File: src/rtl/smrc4_pkg.sv
// shared constants, types and command/status structs for the reduced rc4 block
// no dependencies; imported by every module of the block except smrc4_ram
package smrc4_pkg;

	localparam int TABLE_SIZE = 8;
	localparam int IDX_W      = $clog2(TABLE_SIZE);
	localparam int KEY_REGS   = 4;
	localparam int KEY_W      = 3;
	localparam int KIDX_W     = $clog2(KEY_REGS);
	localparam int DATA_W     = 8;
	localparam int KS_W       = 3;

	localparam logic KIND_REKEY = 1'b0;
	localparam logic KIND_DATA  = 1'b1;

	typedef enum logic [2:0] {
		RD_FIRST_GEN,
		RD_FIRST_KS,
		RD_SECOND_GEN,
		RD_SECOND_KS,
		RD_T
	} rd_sel_t;

	typedef enum logic [1:0] {
		WR_FIRST_GEN,
		WR_FIRST_KS,
		WR_SECOND
	} wr_sel_t;

	typedef struct packed {
		logic    clear;
		logic    load_data;
		logic    rd_en;
		rd_sel_t rd_sel;
		logic    wr_en;
		wr_sel_t wr_sel;
		logic    gen_commit;
		logic    ks_advance;
	} cmd_t;

	typedef struct packed {
		logic n_last;
	} status_t;

endpackage

File: src/rtl/small_rc4_stream_cipher.sv
// top level of the reduced rc4 stream cipher: controller plus datapath
// depends on smrc4_pkg, smrc4_ctrl, smrc4_datapath (and smrc4_ram below it)
//
// channel  | handshake                  | payload
// item     | item_valid / item_stall    | kind, data_in
// result   | result_valid / result_stall| data_out, key_stream
// config   | wr_en                      | wr_index, wr_data
//
// a data item keeps item_stall high through states G1 to G4 and its result
// is registered at the end of G4; a rekey runs K1 to K4 once per table entry;
// both sequences are set by the single read port of the table
// reset gives the identity table, zero counters and zero key words
// a full result register holds the last generator step until result_stall drops;
// the next item is accepted meanwhile and waits in state G4
module small_rc4_stream_cipher (
	input  logic                               clk,
	input  logic                               arst_n,
	input  logic                               item_valid,
	output logic                               item_stall,
	input  logic                               kind,
	input  logic [smrc4_pkg::DATA_W-1:0]       data_in,
	output logic                               result_valid,
	input  logic                               result_stall,
	output logic [smrc4_pkg::DATA_W-1:0]       data_out,
	output logic [smrc4_pkg::KS_W-1:0]         key_stream,
	input  logic                               wr_en,
	input  logic [smrc4_pkg::KIDX_W-1:0]       wr_index,
	input  logic [smrc4_pkg::KEY_W-1:0]        wr_data
);
	import smrc4_pkg::*;

	cmd_t    cmd;
	status_t status;

	smrc4_ctrl u_ctrl (
		.clk         (clk),
		.arst_n      (arst_n),
		.item_valid  (item_valid),
		.item_stall  (item_stall),
		.kind        (kind),
		.result_valid(result_valid),
		.result_stall(result_stall),
		.cmd         (cmd),
		.status      (status)
	);

	smrc4_datapath u_dp (
		.clk       (clk),
		.arst_n    (arst_n),
		.cmd       (cmd),
		.status    (status),
		.wr_en     (wr_en),
		.wr_index  (wr_index),
		.wr_data   (wr_data),
		.data_in   (data_in),
		.data_out  (data_out),
		.key_stream(key_stream)
	);

`ifndef SYNTHESIS
	// table is only written while an item is in work
	a_wr_busy: assert property (@(posedge clk) disable iff (!arst_n)
		cmd.wr_en |-> item_stall)
		else $error("table write while idle");

	// a new result only appears after a generator step
	a_result_src: assert property (@(posedge clk) disable iff (!arst_n)
		$rose(result_valid) |-> $past(cmd.gen_commit))
		else $error("result without generator step");

	// every accepted item makes the block busy next cycle
	a_accept_busy: assert property (@(posedge clk) disable iff (!arst_n)
		(item_valid && !item_stall) |=> item_stall)
		else $error("accepted item did not start work");

	// rekey start and data load never coincide
	a_cmd_excl: assert property (@(posedge clk) disable iff (!arst_n)
		!(cmd.clear && cmd.load_data))
		else $error("rekey and data load together");
`endif

endmodule

File: src/rtl/smrc4_ram.sv
// generic single write, single read ram with registered read data
// no dependencies
module smrc4_ram #(
	parameter int WIDTH = 8,
	parameter int DEPTH = 8
) (
	input  logic                     clk,
	input  logic                     we,
	input  logic [$clog2(DEPTH)-1:0] waddr,
	input  logic [WIDTH-1:0]         wdata,
	input  logic                     re,
	input  logic [$clog2(DEPTH)-1:0] raddr,
	output logic [WIDTH-1:0]         rdata
);

	logic [WIDTH-1:0] mem [DEPTH];

	always_ff @(posedge clk) begin
		if (we) begin
			mem[waddr] <= wdata;
		end
		if (re) begin
			rdata <= mem[raddr];
		end
	end

endmodule

File: src/rtl/smrc4_datapath.sv
// datapath: permutation table, counters, key registers and result registers
// depends on smrc4_pkg and smrc4_ram
module smrc4_datapath (
	input  logic                               clk,
	input  logic                               arst_n,
	input  smrc4_pkg::cmd_t                    cmd,
	output smrc4_pkg::status_t                 status,
	input  logic                               wr_en,
	input  logic [smrc4_pkg::KIDX_W-1:0]       wr_index,
	input  logic [smrc4_pkg::KEY_W-1:0]        wr_data,
	input  logic [smrc4_pkg::DATA_W-1:0]       data_in,
	output logic [smrc4_pkg::DATA_W-1:0]       data_out,
	output logic [smrc4_pkg::KS_W-1:0]         key_stream
);
	import smrc4_pkg::*;

	logic [IDX_W-1:0]  i_q, j_q, n_q, kj_q;
	logic [IDX_W-1:0]  a_q, b_q, addr2_q, t_q, raddr_q;
	logic              rvld_q;
	logic [TABLE_SIZE-1:0] vld_q;
	logic [KEY_W-1:0]  key_q [KEY_REGS];
	logic [DATA_W-1:0] data_q;
	logic [DATA_W-1:0] data_out_q;
	logic [KS_W-1:0]   ks_out_q;

	logic [IDX_W-1:0]  i_next, raddr, waddr, wdata, rd_eff, key_n, ks_val;
	logic [IDX_W-1:0]  ram_rdata;

	assign i_next = i_q + IDX_W'(1);
	assign key_n  = IDX_W'(key_q[n_q[KIDX_W-1:0]]);
	// entries not written since the last rekey read as their own index
	assign rd_eff = rvld_q ? ram_rdata : raddr_q;

	always_comb begin
		unique case (cmd.rd_sel)
			RD_FIRST_GEN:  raddr = i_next;
			RD_FIRST_KS:   raddr = n_q;
			RD_SECOND_GEN: raddr = j_q + rd_eff;
			RD_SECOND_KS:  raddr = kj_q + rd_eff + key_n;
			RD_T:          raddr = a_q + rd_eff;
			default:       raddr = '0;
		endcase
	end

	always_comb begin
		unique case (cmd.wr_sel)
			WR_FIRST_GEN: begin
				waddr = i_next;
				wdata = rd_eff;
			end
			WR_FIRST_KS: begin
				waddr = n_q;
				wdata = rd_eff;
			end
			WR_SECOND: begin
				waddr = addr2_q;
				wdata = a_q;
			end
			default: begin
				waddr = '0;
				wdata = '0;
			end
		endcase
	end

	// keystream read overlapped the swap writes, forward the swapped values
	always_comb begin
		priority if (t_q == addr2_q) begin
			ks_val = a_q;
		end else if (t_q == i_next) begin
			ks_val = b_q;
		end else begin
			ks_val = rd_eff;
		end
	end

	smrc4_ram #(
		.WIDTH(IDX_W),
		.DEPTH(TABLE_SIZE)
	) u_table (
		.clk  (clk),
		.we   (cmd.wr_en),
		.waddr(waddr),
		.wdata(wdata),
		.re   (cmd.rd_en),
		.raddr(raddr),
		.rdata(ram_rdata)
	);

	always_ff @(posedge clk or negedge arst_n) begin
		if (!arst_n) begin
			i_q    <= '0;
			j_q    <= '0;
			n_q    <= '0;
			kj_q   <= '0;
			vld_q  <= '0;
			rvld_q <= 1'b0;
			for (int k = 0; k < KEY_REGS; k++) begin
				key_q[k] <= '0;
			end
		end else begin
			if (wr_en) begin
				key_q[wr_index] <= wr_data;
			end
			if (cmd.clear) begin
				i_q   <= '0;
				j_q   <= '0;
				n_q   <= '0;
				kj_q  <= '0;
				vld_q <= '0;
			end else begin
				if (cmd.wr_en) begin
					vld_q[waddr] <= 1'b1;
				end
				if (cmd.gen_commit) begin
					i_q <= i_next;
					j_q <= addr2_q;
				end
				if (cmd.ks_advance) begin
					n_q  <= n_q + IDX_W'(1);
					kj_q <= addr2_q;
				end
			end
			if (cmd.rd_en) begin
				rvld_q <= vld_q[raddr];
			end
		end
	end

	always_ff @(posedge clk) begin
		if (cmd.load_data) begin
			data_q <= data_in;
		end
		if (cmd.rd_en) begin
			raddr_q <= raddr;
			if (cmd.rd_sel == RD_SECOND_GEN || cmd.rd_sel == RD_SECOND_KS) begin
				a_q     <= rd_eff;
				addr2_q <= raddr;
			end
			if (cmd.rd_sel == RD_T) begin
				b_q <= rd_eff;
				t_q <= raddr;
			end
		end
		if (cmd.gen_commit) begin
			data_out_q <= data_q ^ DATA_W'(ks_val);
			ks_out_q   <= KS_W'(ks_val);
		end
	end

	assign status.n_last = (n_q == IDX_W'(TABLE_SIZE - 1));
	assign data_out      = data_out_q;
	assign key_stream    = ks_out_q;

endmodule

File: src/rtl/smrc4_ctrl.sv
// controller: sequences key schedule and generator steps, owns result valid
// depends on smrc4_pkg
module smrc4_ctrl (
	input  logic               clk,
	input  logic               arst_n,
	input  logic               item_valid,
	output logic               item_stall,
	input  logic               kind,
	output logic               result_valid,
	input  logic               result_stall,
	output smrc4_pkg::cmd_t    cmd,
	input  smrc4_pkg::status_t status
);
	import smrc4_pkg::*;

	typedef enum logic [3:0] {
		ST_IDLE,
		ST_G1, ST_G2, ST_G3, ST_G4,
		ST_K1, ST_K2, ST_K3, ST_K4
	} state_t;

	state_t state_q;
	logic   result_valid_q;
	logic   out_free;
	logic   result_set;

	assign out_free   = !result_valid_q || !result_stall;
	assign result_set = (state_q == ST_G4) && out_free;
	assign item_stall = (state_q != ST_IDLE);

	always_comb begin
		cmd = '0;
		unique case (state_q)
			ST_IDLE: begin
				if (item_valid) begin
					cmd.clear     = (kind == KIND_REKEY);
					cmd.load_data = (kind == KIND_DATA);
				end
			end
			ST_G1: begin
				cmd.rd_en  = 1'b1;
				cmd.rd_sel = RD_FIRST_GEN;
			end
			ST_G2: begin
				cmd.rd_en  = 1'b1;
				cmd.rd_sel = RD_SECOND_GEN;
			end
			ST_G3: begin
				cmd.rd_en  = 1'b1;
				cmd.rd_sel = RD_T;
				cmd.wr_en  = 1'b1;
				cmd.wr_sel = WR_FIRST_GEN;
			end
			ST_G4: begin
				// repeated while the result slot is full, the write is idempotent
				cmd.wr_en      = 1'b1;
				cmd.wr_sel     = WR_SECOND;
				cmd.gen_commit = out_free;
			end
			ST_K1: begin
				cmd.rd_en  = 1'b1;
				cmd.rd_sel = RD_FIRST_KS;
			end
			ST_K2: begin
				cmd.rd_en  = 1'b1;
				cmd.rd_sel = RD_SECOND_KS;
			end
			ST_K3: begin
				cmd.wr_en  = 1'b1;
				cmd.wr_sel = WR_FIRST_KS;
			end
			ST_K4: begin
				cmd.wr_en      = 1'b1;
				cmd.wr_sel     = WR_SECOND;
				cmd.ks_advance = 1'b1;
			end
			default: begin
				cmd = '0;
			end
		endcase
	end

	always_ff @(posedge clk or negedge arst_n) begin
		if (!arst_n) begin
			state_q        <= ST_IDLE;
			result_valid_q <= 1'b0;
		end else begin
			if (result_set) begin
				result_valid_q <= 1'b1;
			end else if (result_valid_q && !result_stall) begin
				result_valid_q <= 1'b0;
			end
			unique case (state_q)
				ST_IDLE: begin
					if (item_valid) begin
						state_q <= (kind == KIND_REKEY) ? ST_K1 : ST_G1;
					end
				end
				ST_G1: state_q <= ST_G2;
				ST_G2: state_q <= ST_G3;
				ST_G3: state_q <= ST_G4;
				ST_G4: begin
					if (out_free) begin
						state_q <= ST_IDLE;
					end
				end
				ST_K1: state_q <= ST_K2;
				ST_K2: state_q <= ST_K3;
				ST_K3: state_q <= ST_K4;
				ST_K4: state_q <= status.n_last ? ST_IDLE : ST_K1;
				default: state_q <= ST_IDLE;
			endcase
		end
	end

	assign result_valid = result_valid_q;

endmodule
File: config.mk
export PLATFORM = sky130hd
export DESIGN_NAME = small_rc4_stream_cipher
export DESIGN_NICKNAME = d
export VERILOG_FILES = /design/src/rtl/smrc4_pkg.sv /design/src/rtl/small_rc4_stream_cipher.sv /design/src/rtl/smrc4_ram.sv /design/src/rtl/smrc4_datapath.sv /design/src/rtl/smrc4_ctrl.sv
export SDC_FILE = /design/constraint.sdc
export NUM_CORES = 1
export LEC_CHECK = 0
export BUFFER_PORTS_ARGS = -buffer_cell sky130_fd_sc_hd__buf_2
export CORE_MARGIN = 2
export CORE_UTILIZATION = 60
export CTS_CLUSTER_DIAMETER = 200
export DETAILED_ROUTE_END_ITERATION = 7
export PLACE_DENSITY = 0.79
export REMOVE_ABC_BUFFERS = 1
export SETUP_SLACK_MARGIN = 0.05
export SLEW_MARGIN = 0
export SYNTH_ARGS = -nofsm -noshare
export SYNTH_HDL_FRONTEND = slang
export SYNTH_SLANG_ARGS = --single-unit
File: constraint.sdc
create_clock -name clk -period 10 [get_ports clk]
set_input_delay 2 -clock clk [delete_from_list [all_inputs] [get_ports clk]]
set_output_delay 2 -clock clk [all_outputs]
set_load 0.01 [all_outputs]
=== After elaboration in Yosys (flattened, before gate mapping) ===
Memories as Yosys holds them, arrays and structs flattened. A register that Yosys moved wholly into a read port is not among the register bits.
Index checks and enable logic that the tools add are counted.

* $add $sub $neg: 6
* Magnitude comparators: 6
* Eq/ne operators: 19
* Muxes and demuxes: 41
* Bitwise gates (word level): 5
* Reduce and logical (&&, ||, !) cells: 21

{| class="wikitable"
|+ Operators by type and width
! kind !! number
|-
| $mux 3 || 16
|-
| $pmux 4 s9 || 1
|-
| $pmux 4 s5 || 1
|-
| $pmux 3 s3 || 2
|-
| $eq 4x3->1 const B || 4
|-
| $mux 8 || 2
|-
| $pmux 3 s5 || 1
|-
| $add 3x3->3 || 4
|-
| $bwmux 12 || 1
|-
| $eq 4x2->1 const B || 2
|-
| $lt 3x4->1 const B || 2
|-
| $mux 1 || 8
|-
| $mux 4 || 2
|-
| $or 8x8->8 || 1
|-
| $reduce_bool 2->1 || 4
|-
| $xor 8x3->8 || 1
|-
| $add 3x1->3 const B || 2
|-
| $bmux 3 s2 || 1
|-
| $demux 3 s2 || 1
|-
| $eq 3x2->1 const B || 2
|-
| $eq 3x3->1 || 2
|-
| $eq 3x3->1 const B || 2
|-
| $ge 3x3->1 const B || 2
|-
| $not 2->3 || 2
|-
| 23 further kinds || 32
|}

* Register bits after elaboration: 72
* RAM bits: 24
* Input bits: 19
* Logic and storage cells: 119
* Memories: 1

{| class="wikitable"
|+ Memory list
! name !! words !! width !! rd ports !! clocked after memory_dff !! wr ports !! line !! source
|-
| u_dp.u_table.mem || 8 || 3 || 1 || 1 || 1 || smrc4_ram.sv:16 || <nowiki>logic [WIDTH-1:0] mem [DEPTH];</nowiki>
|}

=== Depth between registers and ports, before layout ===
Gate-level depths: netlist of the first run.

* Depth in word-level cells: 12
* Gate-level depth with buffers: 14

=== Hierarchy ===
From an unflattened synthesis of the first run, not the netlist that was laid out.

* Cells, all modules: 339
* Area total of the unflattened synthesis: 4655.7 um^2

{| class="wikitable"
|+ By module, submodules not included
! module !! instances !! cells an instance !! area each (um^2)
|-
| smrc4_datapath || 1 || 242 || 3189.3
|-
| smrc4_ram || 1 || 50 || 1072.3
|-
| smrc4_ctrl || 1 || 47 || 394.1
|}

=== Worst setup path after synthesis of the first run ===
OpenSTA, ideal clock, no wires.

* Kind: reg-to-reg
* From: register u_ctrl.state_q[2]
* To: register u_dp.u_table.rdata[0] (read register of u_dp.u_table.mem), data pin
* Setup time: 0.260 ns
* Arrival time: 3.127 ns
* Data required time: 9.740 ns
* Slack: 6.614 ns
* Cell stages (with the launch flop): 15
* Buffers on the path: 3
* Clock period less this slack: 3.386 ns
* Path through: dfrtp_1 > clkbuf_8 > nor3b_1 > nand2_1 > inv_1 > mux2_2 > ha_1 > and3b_1 > o21ai_0 > and3_1 > buf_2 > buf_4 > mux2i_1 > mux2i_1 > mux2_2

* Longest elaborated chain between the ends: 4

{| class="wikitable"
|+ RTL lines
! element !! line !! source
|-
| from (decl) || smrc4_ctrl.sv:22 || <nowiki>state_t state_q;</nowiki>
|-
| from (signal assigned) || smrc4_ctrl.sv:96 || <nowiki>state_q <= (kind == KIND_REKEY) ? ST_K1 : ST_G1;</nowiki>
|-
| from (signal assigned) || smrc4_ctrl.sv:110 || <nowiki>ST_K4: state_q <= status.n_last ? ST_IDLE : ST_K1;</nowiki>
|-
| $eq 4x3->1 (tied with other cells) || smrc4_ctrl.sv:33 || <nowiki>unique case (state_q)</nowiki>
|-
| $pmux 4 s5 * || smrc4_ctrl.sv:33 ||
|-
| $eq 3x3->1 (tied with other cells) || smrc4_datapath.sv:35 || <nowiki>unique case (cmd.rd_sel)</nowiki>
|-
| $pmux 3 s5 || smrc4_datapath.sv:35 ||
|-
| to (decl) || smrc4_ram.sv:13 || <nowiki>output logic [WIDTH-1:0] rdata</nowiki>
|}

Every way passes the cells marked *; elsewhere a longest branch is shown, timed or not.
A chain may end at the register's enable or synchronous reset.

=== Worst setup path after layout of the first run ===
* From: register u_ctrl.state_q[2]
* To: register u_dp.u_table.rdata[2] (read register of u_dp.u_table.mem), data pin

The elaborated chain is that of the path after synthesis.

==> results of run 1 <==
==> worst reg2reg max path, cell delays in order (launching register included) <==
cell and delay [ns]:
dfrtp_1 0.60, nor3b_1 0.44, nand2_1 0.13, inv_1 0.29
mux2_2 0.38, ha_1 0.27, and3b_1 0.16, o21ai_0 0.23
and3_1 0.85, mux2i_1 0.30, mux2i_1 0.11, mux2_2 0.29
==> layer usage <==
| metal | up-vias | global-route usage | share of wire |
|---|---|---|---|
| met5 | - | 0 | 0 |
| met4 | 0 | 0.08081 | 0.018 |
| met3 | 16 | 0.04108 | 0.065 |
| met2 | 99 | 0.3578 | 0.49 |
| met1 | 1344 | 0.3139 | 0.43 |
| li1 | 1284 | - | - |
==> power by group through the flow <==
| stage | logic (mW) | registers [mW] | clock network [mW] |
|---|---|---|---|
| 5_1_grt | 0.953 | 0.783 | 0.295 |
| 2_1_floorplan | 0.640 | 0.744 | 0 |
| 3_3_place_gp | 0.821 | 0.768 | 0 |
| 4_1_cts | 0.863 | 0.766 | 0.280 |
| 3_5_place_dp | 0.856 | 0.775 | 0 |
| 6_report | 0.865 | 0.767 | 0.275 |
==> logic make-up after synthesis <==
family / count (synthesis) / share of synthesized area
DFF: 99 / 0.6042
and+or+nand+nor: 87 / 0.09346
muxes: 53 / 0.1309
AOI/OAI and AO/OA: 46 / 0.06928
buffers and inverters: 23 / 0.03152
xor gates and xnor gates: 20 / 0.04401
adders and majority gates: 8 / 0.02662
==> cells in the final DEF (no fill, tap or decap), types with 3 or more instances in the layout <==
cell type | synthesis | layout
clkbuf_8 | 5 | 9
and2_1 | 3 | 3
edfxtp_1 | 61 | 61
mux2_2 | 21 | 21
nor2_1 | 33 | 33
nand3_1 | 4 | 4
nand2b_1 | 3 | 3
mux2i_1 | 28 | 28
a21oi_1 | 11 | 11
ha_1 | 5 | 5
inv_1 | 8 | 8
xnor2_1 | 10 | 10
nand2_1 | 21 | 21
dfrtp_1 | 38 | 38
buf_2 | 4 | 31
and3_1 | 4 | 4
o21a_1 | 8 | 8
nor3b_1 | 3 | 3
o21ai_0 | 7 | 7
fa_1 | 3 | 3
xor2_1 | 8 | 8
and4b_1 | 3 | 3
==> state kept, by name, indices dropped and copies added (netlist names), 3 cells and up <==
signal,count
u_dp.data_out,8
u_dp.j_q,3
u_dp.data_q,8
u_dp.raddr_q,3
u_dp.key_q,12
u_dp.t_q,3
u_dp.a_q,3
u_dp.u_table.mem,24
u_dp.vld_q,8
u_dp.kj_q,3
u_dp.n_q,3
u_dp.addr2_q,3
u_dp.key_stream,3
u_ctrl.state_q,4
u_dp.i_q,3
u_dp.b_q,3
u_dp.u_table.rdata,3
==> cell usage after synthesis (2+ instances only) <==
master / count
clkbuf_8: 5
and2_1: 3
nand2_1: 21
buf_2: 4
a32oi_1: 2
clkbuf_1: 5
a221o_1: 2
nand2b_1: 3
a21oi_1: 11
nand3b_1: 2
o211ai_1: 2
edfxtp_1: 61
mux2i_1: 28
nand4_1: 2
a31oi_1: 2
and3_1: 4
mux4_2: 2
xnor2_1: 10
nor2_1: 33
xnor3_1: 2
o21a_1: 8
fa_1: 3
dfrtp_1: 38
nor3b_1: 3
o21ai_0: 7
o21bai_1: 2
and4b_1: 3
and3b_1: 2
nor3_1: 2
mux2_2: 21
nand3_1: 4
xor2_1: 8
inv_1: 8
a221oi_1: 2
ha_1: 5
==> worst paths after layout <==
| path | startpoint | end | cells past startpoint | slack [ns] |
|---|---|---|---|---|
| setup / recovery | u_ctrl.state_q[2] | u_dp.u_table.rdata[2] | 11 | 5.70 |
| hold / removal | u_dp.data_q[3] | u_dp.data_out[3] | 0 | 0.43 |
| setup reg to reg | u_ctrl.state_q[2] | u_dp.u_table.rdata[2] | 11 | 5.70 |
| hold reg to reg | u_dp.data_q[3] | u_dp.data_out[3] | 0 | 0.43 |
| max in group asynchronous | arst_n | u_dp.kj_q[0] | 1 | 7.71 |
| min in group asynchronous | arst_n | u_dp.key_q[8] | 1 | 1.73 |
==> through the flow <==
| stage | total power, mW | util | setup WS [ns] |
|---|---|---|---|
| 2_1_floorplan | 1.384 | - | 6.385 |
| 3_3_place_gp | 1.590 | 0.6516 | 5.996 |
| 3_5_place_dp | 1.631 | 0.6516 | 5.764 |
| 4_1_cts | 1.909 | 0.6808 | 5.746 |
| 5_1_grt | 2.031 | 0.6808 | 5.407 |
| 6_report | 1.907 | 0.6808 | 5.702 |
==> area by class of cell <==
| type | count | area (um2) | share of cell area |
|---|---|---|---|
| sequential | 99 | 2783 | 0.5575 |
| multi-input combinational | 214 | 1678 | 0.3362 |
| inverter | 8 | 30.03 | 0.006017 |
| tap | 99 | 123.9 | 0.02482 |
| timing repair buffer | 32 | 162.7 | 0.03259 |
| clock inverter | 5 | 82.58 | 0.01655 |
| clock buffer | 11 | 131.4 | 0.02632 |
==> flow_summary_export.csv, run 1 <==
group,metric,value,unit
status,status,"finished clean",
layout,layout.nets,391,
setup_path,cp_max_fo,20,
drt,drt-initial-drc-count,215,
grt,antenna_found_initial,0,
setup_path,path_cells,"nor3b_1, nand2_1, inv_1, mux2_2, ha_1, and3b_1, o21ai_0, and3_1, mux2i_1, mux2i_1, mux2_2",
yosys,synth_edf_count,61,
layout,finalNonFillerCells,468,
drt,wl,8.589,mm
yosys,synth_top_cell_by_area,"edfxtp_1",
sta,whs,0.4253,ns
clock_tree,clk_latency,0.36,ns
setup_path,required,10.12,ns
grt,grt_usage,0.2248,
yosys,synth-main-ff-cell,"edfxtp_1",
drt,ant_nets,0,
die,die_h,91.62,um
clock_tree,cts_num_sinks,99,
pwr,switching_power,728.2,uW
die,ios,32,
clock_tree,cts_htree_levels,3,
placement,globalplace.congestion,0.9641,
sta,period_share,0.4298,
clock_tree,cts_max_path_buffers,2,
setup_path,crit_slowest_cell,"and3_1",
layout,final_area,4991,um2
grt,grt_pass1_wl,14.19,mm
sta,hold_violations,0,
pwr,pwr-share-clk,0.144,
sta,finalCriticalPeriod,4.298,ns
drt,viasPerCell,5.861,
placement,postPlaceCellArea,4777,um2
pwr,powerDensity,382.1,nW/um2
layout,n_fill_cell,532,
min_path,min_path_type,"reg -> reg",
drt,drc,0,
layout,area_growth,8.367,%
yosys,yosysSeqAreaShare,0.6042,
drt,firstDrtPassIters,5,
clock_tree,cts_tree,"built",
placement,dp.cells,452,
clock_tree,clkTransAtPathRegs,0.09,ns
setup_path,critPathCaptureType,"register",
yosys,yosys_warnings,0,
setup_path,startpoint_type,"register",
clock_tree,cts_resized,0,
die,die-area,8393,um2
sta,fin_skew,0.01183,ns
sta,rsz0062_at_grt,"false",
die,die_w,91.62,um
layout,layout-drive-gt1-share,0.2005,
sta,max_slew_margin,0.3475,
sta,drv_slew,0,
pwr,pwr-share-seq,0.402,
pwr,intPower,1.179,mW
sta,worst_slew_pin_slew,0.9787,ns
setup_path,cpLargestDelayFamily,"simple AND/OR/NAND/NOR gates",
run,cap_violations,0,
yosys,synth_area,4606,um2
die,initial_core_util,0.6283,
yosys,yosys-top-cells-area,"edfxtp_1 (40%), dfrtp_1 (21%), mux2i_1 (6.1%)",
grt,grt_pass1_vias,2770,
grt,grt_max_degree,39,
sta,tns,0,ns
yosys,synth_seq_cells,99,
layout,n_antenna_cell,0,
placement,portBuffers,31,
setup_path,worstPathArrival,4.41,ns
yosys,syn_inst,336,
grt,overflow,0,
pwr,power_leakage,2.035,nW
drt,wl_per_cell,18.35,um
placement,post-dp-hpwl,6.125,mm
yosys,yosysUniqueCellTypes,51,
yosys,synth_top_area_share,0.3977,
yosys,synth.avg_cell_area,13.71,um2
clock_tree,clockRootBuffer,"clkbuf_8",
clock_tree,ctsHoldBuffers,0,
clock_tree,cts_made_buffers,9,
setup_path,cpPeakStageDelay,0.85,ns
pwr,power_frac_comb,0.453,
drt,dr_total_vias,2743,
sta,max_freq,232.7,MHz
die,coreArea,7331,um2
setup_path,path_buf_inv,1,
pwr,p_sw_frac,0.3818,
die,placementRows,31,
yosys,async_reset_ff_frac,0.3838,
sta,setup_violations,0,
pwr,ir_worst_vdd,0.0002266,V
clock_tree,post_cts_buffers,0,
setup_path,critPathKind,"reg -> reg",
Power figures use the tool's default switching activity.
==> run 2: changes to the inputs <==
Settings changed: CORE_UTILIZATION 60 to 54, PLACE_DENSITY 0.79 to 0.75.
Clock period 10 ns to 3.7 ns, I/O delays scaled along.
==> run 2 against run 1 <==
Effect of this change: non-clock buffer count grew 5; worst hold slack better by 0.0020 ns; via count fell by 0.22%; clock-buffer cell count down 1; final cell count increased by 2.4%; worst setup slack worse by 5.4 ns; total power grew to 2.7 times the previous value; first-iteration DRC count is 33% higher; clock skew up 0.0018 ns; critical endpoint unchanged.
==> flow_summary_export.csv, run 2 (synthesis gave the netlist of run 1 again) <==
group,metric,value,unit
status,status,"finished clean",
die,die_w,96.35,um
drt,viasPerCell,5.714,
setup_path,path_cells,"mux4_2, fa_1, ha_1, xnor3_1, xnor2_1, xnor2_1, o21ai_2, mux2_2",
die,ios,32,
sta,drv_slew,0,
sta,max_freq,293.9,MHz
clock_tree,cts_num_sinks,99,
layout,top_register,"u_dp.u_table.mem",
sta,finalCriticalPeriod,3.402,ns
drt,wl_per_cell,18.17,um
drt,drt-initial-drc-count,287,
layout,layout-drive-gt1-share,0.2086,
grt,grt_max_degree,39,
pwr,ir_worst_vdd,0.0003783,V
layout,area_growth,8.585,%
setup_path,crit_slowest_cell,"dfrtp_1",
setup_path,startpoint_type,"register",
layout,largest_reg_flops,24,
grt,overflow,0,
sta,rsz0062_at_grt,"false",
clock_tree,cts_max_path_buffers,2,
setup_path,critPathKind,"reg -> reg",
clock_tree,cts_htree_levels,3,
placement,post-dp-hpwl,6.233,mm
clock_tree,clkTransAtPathRegs,0.10,ns
layout,layout_common_cells,"edfxtp_1 (61), dfrtp_1 (38), nor2_1 (33)",
pwr,powerDensity,1015,nW/um2
drt,firstDrtPassIters,4,
grt,antenna_found_initial,0,
sta,tns,0,ns
grt,grt_pass1_wl,14.19,mm
sta,setup_violations,0,
grt,grt_usage,0.2117,
setup_path,critPathCaptureType,"register",
sta,fin_skew,0.01360,ns
layout,layout.nets,396,
layout,finalNonFillerCells,479,
die,coreArea,8258,um2
clock_tree,ctsHoldBuffers,0,
placement,portBuffers,31,
sta,period_share,0.9195,
drt,wl,8.704,mm
layout,top_regs,"u_dp.u_table.mem (24), u_dp.key_q (12)",
clock_tree,cts_tree,"built",
die,initial_core_util,0.5577,
sta,max_slew_margin,0.2246,
die,die-area,9283,um2
setup_path,cp_max_fo,8,
die,placementRows,33,
setup_path,worstPathArrival,3.52,ns
layout,mostFrequentLayoutCell,"edfxtp_1",
clock_tree,post_cts_buffers,0,
pwr,power_leakage,2.043,nW
drt,dr_total_vias,2737,
clock_tree,clk_latency,0.37,ns
setup_path,cpPeakStageDelay,0.58,ns
grt,grt_pass1_vias,2719,
clock_tree,cts_made_buffers,9,
clock_tree,cts_resized,0,
sta,worst_slew_pin_slew,1.151,ns
setup_path,crit_top_cell,"xnor2_1",
placement,dp.cells,463,
drt,ant_nets,0,
die,die_h,96.35,um
min_path,min_path_type,"reg -> reg",
layout,n_antenna_cell,0,
clock_tree,clockRootBuffer,"clkbuf_8",
setup_path,required,3.82,ns
drt,drc,0,
run,cap_violations,0,
placement,globalplace.congestion,0.8770,
sta,hold_violations,0,
run 2: cell types whose count changed in the layout (fill, tap and decap cells not counted), sizes merged:
cell / before / now
clkinv: 1 / 4
bufinv: 2 / 0
clkbuf: 11 / 10
buf: 32 / 37
run 2: path summary, 6_finish.rpt:
check,startpoint,end,slack (ns),cells past startpoint
min reg2reg,u_dp.data_q[4],u_dp.data_out[4],0.43,0
max reg2reg,u_dp.n_q[0],u_dp.u_table.rdata[2],0.30,8
min in group asynchronous,arst_n,u_dp.vld_q[5],0.47,1
max in group asynchronous,arst_n,u_dp.kj_q[2],2.69,1
max,u_dp.n_q[0],u_dp.u_table.rdata[2],0.30,8
min,u_dp.data_q[4],u_dp.data_out[4],0.43,0
run 2: layout make-up:
class	count	area (um2)
Multi-Input combinational cell	214	1678
Inverter	8	30.03
Clock buffer	10	127.6
Fill cell	658	3257
Clock inverter	6	38.79
Timing Repair Buffer	37	212.7
Sequential cell	99	2783
Tap cell	105	131.4
run 2: where the power goes:
part	switching (mW)	internal, mW	leakage (nW)	total [mW]
logic	1.39	1.08	0.922	2.47
registers	0.222	1.78	1.03	2.00
clock network	0.364	0.245	0.0861	0.609
total	1.97	3.10	2.04	5.08
run 2: stage by stage:
stage	cell area [um2]	utilization	power (mW)	setup WS [ns]	hold WS (ns)
finish	5001	0.6056	5.076	0.2978	0.4274
global route	5001	0.6056	5.420	0.1144	0.4363
CTS	5001	0.6056	5.092	0.2728	0.4272
detailed placement	4835	0.5855	4.485	0.3084	0.4054
global placement	4835	0.5855	4.380	0.4106	0.4008
floorplan	4491	-	3.740	0.08468	0.4003
run 2: critical path: cells and delay by family, from the launching register on:
family	cells	cell delay, ns
XOR/XNOR	3	0.54
flip-flops	1	0.58
AO/OA/AOI/OAI	1	0.39
multiplexers	2	0.97
adder cells (fa/ha/maj)	2	0.66
run 2: per-layer routing:
metal,global-route usage,up-vias,share of wire
met4,0.08685,0,0.014
met2,0.3339,99,0.50
met5,0,-,0
met3,0.04855,9,0.077
met1,0.2849,1336,0.41
li1,-,1293,-
==> run 3: changes to the inputs <==
Settings changed: ABC_AREA set to 1.
==> run 3 against run 2 <==
Effect of this change: first-iteration DRC count fell by 1.4%; register-to-register slack improved by 0.07 ns; fmax rose by 2.0%; global-route usage rose by 1.1 points; critical path type unchanged; critical endpoint unchanged.
==> flow_summary_export.csv, run 3 <==
group,metric,value,unit
status,status,"finished clean",
yosys,yosys_warnings,0,
clock_tree,clockRootBuffer,"clkbuf_8",
die,die_h,96.95,um
clock_tree,cts_num_sinks,99,
layout,mostFrequentLayoutCell,"nand2_1",
die,initial_core_util,0.5622,
drt,firstDrtPassIters,5,
run,cap_violations,0,
grt,overflow,0,
sta,fin_skew,0.006603,ns
grt,grt_pass1_vias,3532,
yosys,synth_top_cell_by_area,"edfxtp_1",
yosys,synth-xor-area-share,0.01502,
yosys,yosysSeqAreaShare,0.5964,
layout,largest_reg_flops,24,
clock_tree,cts_htree_levels,3,
die,die_w,96.95,um
clock_tree,ctsHoldBuffers,0,
layout,layout-drive-gt1-share,0.1368,
die,placementRows,33,
sta,drv_slew,0,
yosys,syn_inst,495,
yosys,yosysUniqueCellTypes,29,
clock_tree,clk_latency,0.36,ns
min_path,min_path_type,"reg -> reg",
yosys,synth_seq_cells,99,
setup_path,rrSetupSlack,0.36,ns
drt,dr_total_vias,3475,
layout,n_fill_cell,669,
placement,portBuffers,31,
layout,top_regs,"u_dp.u_table.mem (24), u_dp.key_q (12)",
die,die-area,9399,um2
clock_tree,cts_resized,0,
drt,drt-initial-drc-count,283,
sta,max_freq,299.7,MHz
setup_path,startpoint_type,"register",
layout,n_antenna_cell,0,
drt,ant_nets,0,
grt,grt_usage,0.2231,
layout,area_growth,11.61,%
yosys,synth_top_family_by_area,"simple AND/OR/NAND/NOR gates",
yosys,yosys-top-cells-area,"edfxtp_1 (39%), dfrtp_1 (20%), nand2_1 (10%)",
yosys,async_reset_ff_frac,0.3838,
sta,setup_violations,0,
clock_tree,cts_max_path_buffers,2,
setup_path,critPathCaptureType,"register",
placement,post-dp-hpwl,7.144,mm
clock_tree,cts_tree,"built",
die,coreArea,8299,um2
sta,tns,0,ns
yosys,synth_edf_count,61,
grt,grt_max_degree,39,
sta,hold_violations,0,
sta,period_share,0.9018,
yosys,synth-main-ff-cell,"edfxtp_1",
drt,wl,9.722,mm
die,ios,32,
sta,worst_slew_pin_slew,1.093,ns
yosys,yosys.area_share.simple,0.1942,
setup_path,required,3.82,ns
clock_tree,clkTransAtPathRegs,0.09,ns
setup_path,worstPathArrival,3.46,ns
drt,drc,0,
setup_path,critPathKind,"reg -> reg",
yosys,synth_fa_ha_area_frac,0.02628,
layout,top_register,"u_dp.u_table.mem",
layout,layout_common_cells,"nand2_1 (124), inv_1 (79), edfxtp_1 (61)",
sta,rsz0062_at_grt,"false",
clock_tree,post_cts_buffers,0,
yosys,synth_most_common_cell,"nand2_1",
drt,viasPerCell,5.379,
sta,max_slew_margin,0.2636,
yosys,synth.avg_cell_area,9.426,um2
yosys,synth_area,4666,um2
layout,layout.nets,563,
yosys,synth_mux_area_frac,0,
yosys,netlist_top_cells_count,"nand2_1 (124), inv_1 (79), edfxtp_1 (61), o21ai_0 (41), dfrtp_1 (38)",
grt,grt_pass1_wl,16.68,mm
sta,finalCriticalPeriod,3.337,ns
setup_path,cp_max_fo,29,
clock_tree,cts_made_buffers,9,
yosys,synth_compound_area_frac,0.09359,
drt,wl_per_cell,15.05,um
grt,antenna_found_initial,0,
placement,globalplace.congestion,0.8992,
yosys,synth_top_area_share,0.3926,
## run 3: worst max-delay path, stage by stage, from the launching register on
cell     delay, ns
dfrtp_1       0.42
inv_1         0.12
or2_2         0.29
o21ai_0       0.10
inv_1         0.19
fa_1          0.50
nand3_1       0.09
nand2_1       0.06
nor2_2        0.19
nand2_1       0.51
o21ai_0       0.43
nand2_1       0.09
nand2_1       0.06
nand2_1       0.05
## run 3: cell families after synthesis
family          count (synthesis)
flops                          99
fa+ha+maj                       8
buf+inv                        89
compound gates                 83
simple gates                  208
xor+xnor                        8
## run 3: worst paths after layout
kind,from,endpoint,depth (start not counted)
worst max-delay path,u_dp.rvld_q,u_dp.u_table.rdata[2],13
worst min-delay path,u_dp.data_q[6],u_dp.data_out[6],0
worst max register to register,u_dp.rvld_q,u_dp.u_table.rdata[2],13
worst min register to register,u_dp.data_q[6],u_dp.data_out[6],0
max in group asynchronous,arst_n,u_dp.rvld_q,1
min in group asynchronous,arst_n,u_dp.vld_q[1],1
## run 3: area by class of cell
cell class	count	area [um2]	share of cell area
Timing Repair Buffer	34	177.7	0.03412
Sequential cell	99	2783	0.5344
Multi-Input combinational cell	307	1535	0.2948
Clock inverter	7	137.6	0.02643
Tap cell	105	131.4	0.02523
Inverter	85	319.1	0.06127
Clock buffer	9	123.9	0.02379
## run 3: layer usage
layer | part of all wire | up-vias | GRT usage
met4 | 0.017 | 0 | 0.06826
met3 | 0.050 | 18 | 0.05491
li1 | - | 1697 | -
met1 | 0.44 | 1664 | 0.2804
met2 | 0.49 | 96 | 0.3830
met5 | 0 | - | 0
## run 3: metrics by stage
stage	cell area (um2)	instances	util	hold WS, ns	setup WS (ns)
after global routing	5207	646	0.6275	0.4379	0.06206
after detailed placement	4946	630	0.5960	0.4074	0.4740
after global placement	4946	630	0.5960	0.4023	0.6353
final	5207	646	0.6275	0.4302	0.3634
after floorplan	4637	491	-	0.4003	0.9170
after CTS	5207	646	0.6275	0.4295	0.4342
Power of run 3 is left out: the tool's default activity adds up to more than one toggle a clock period on the data nets, which glitch-free logic cannot reach.
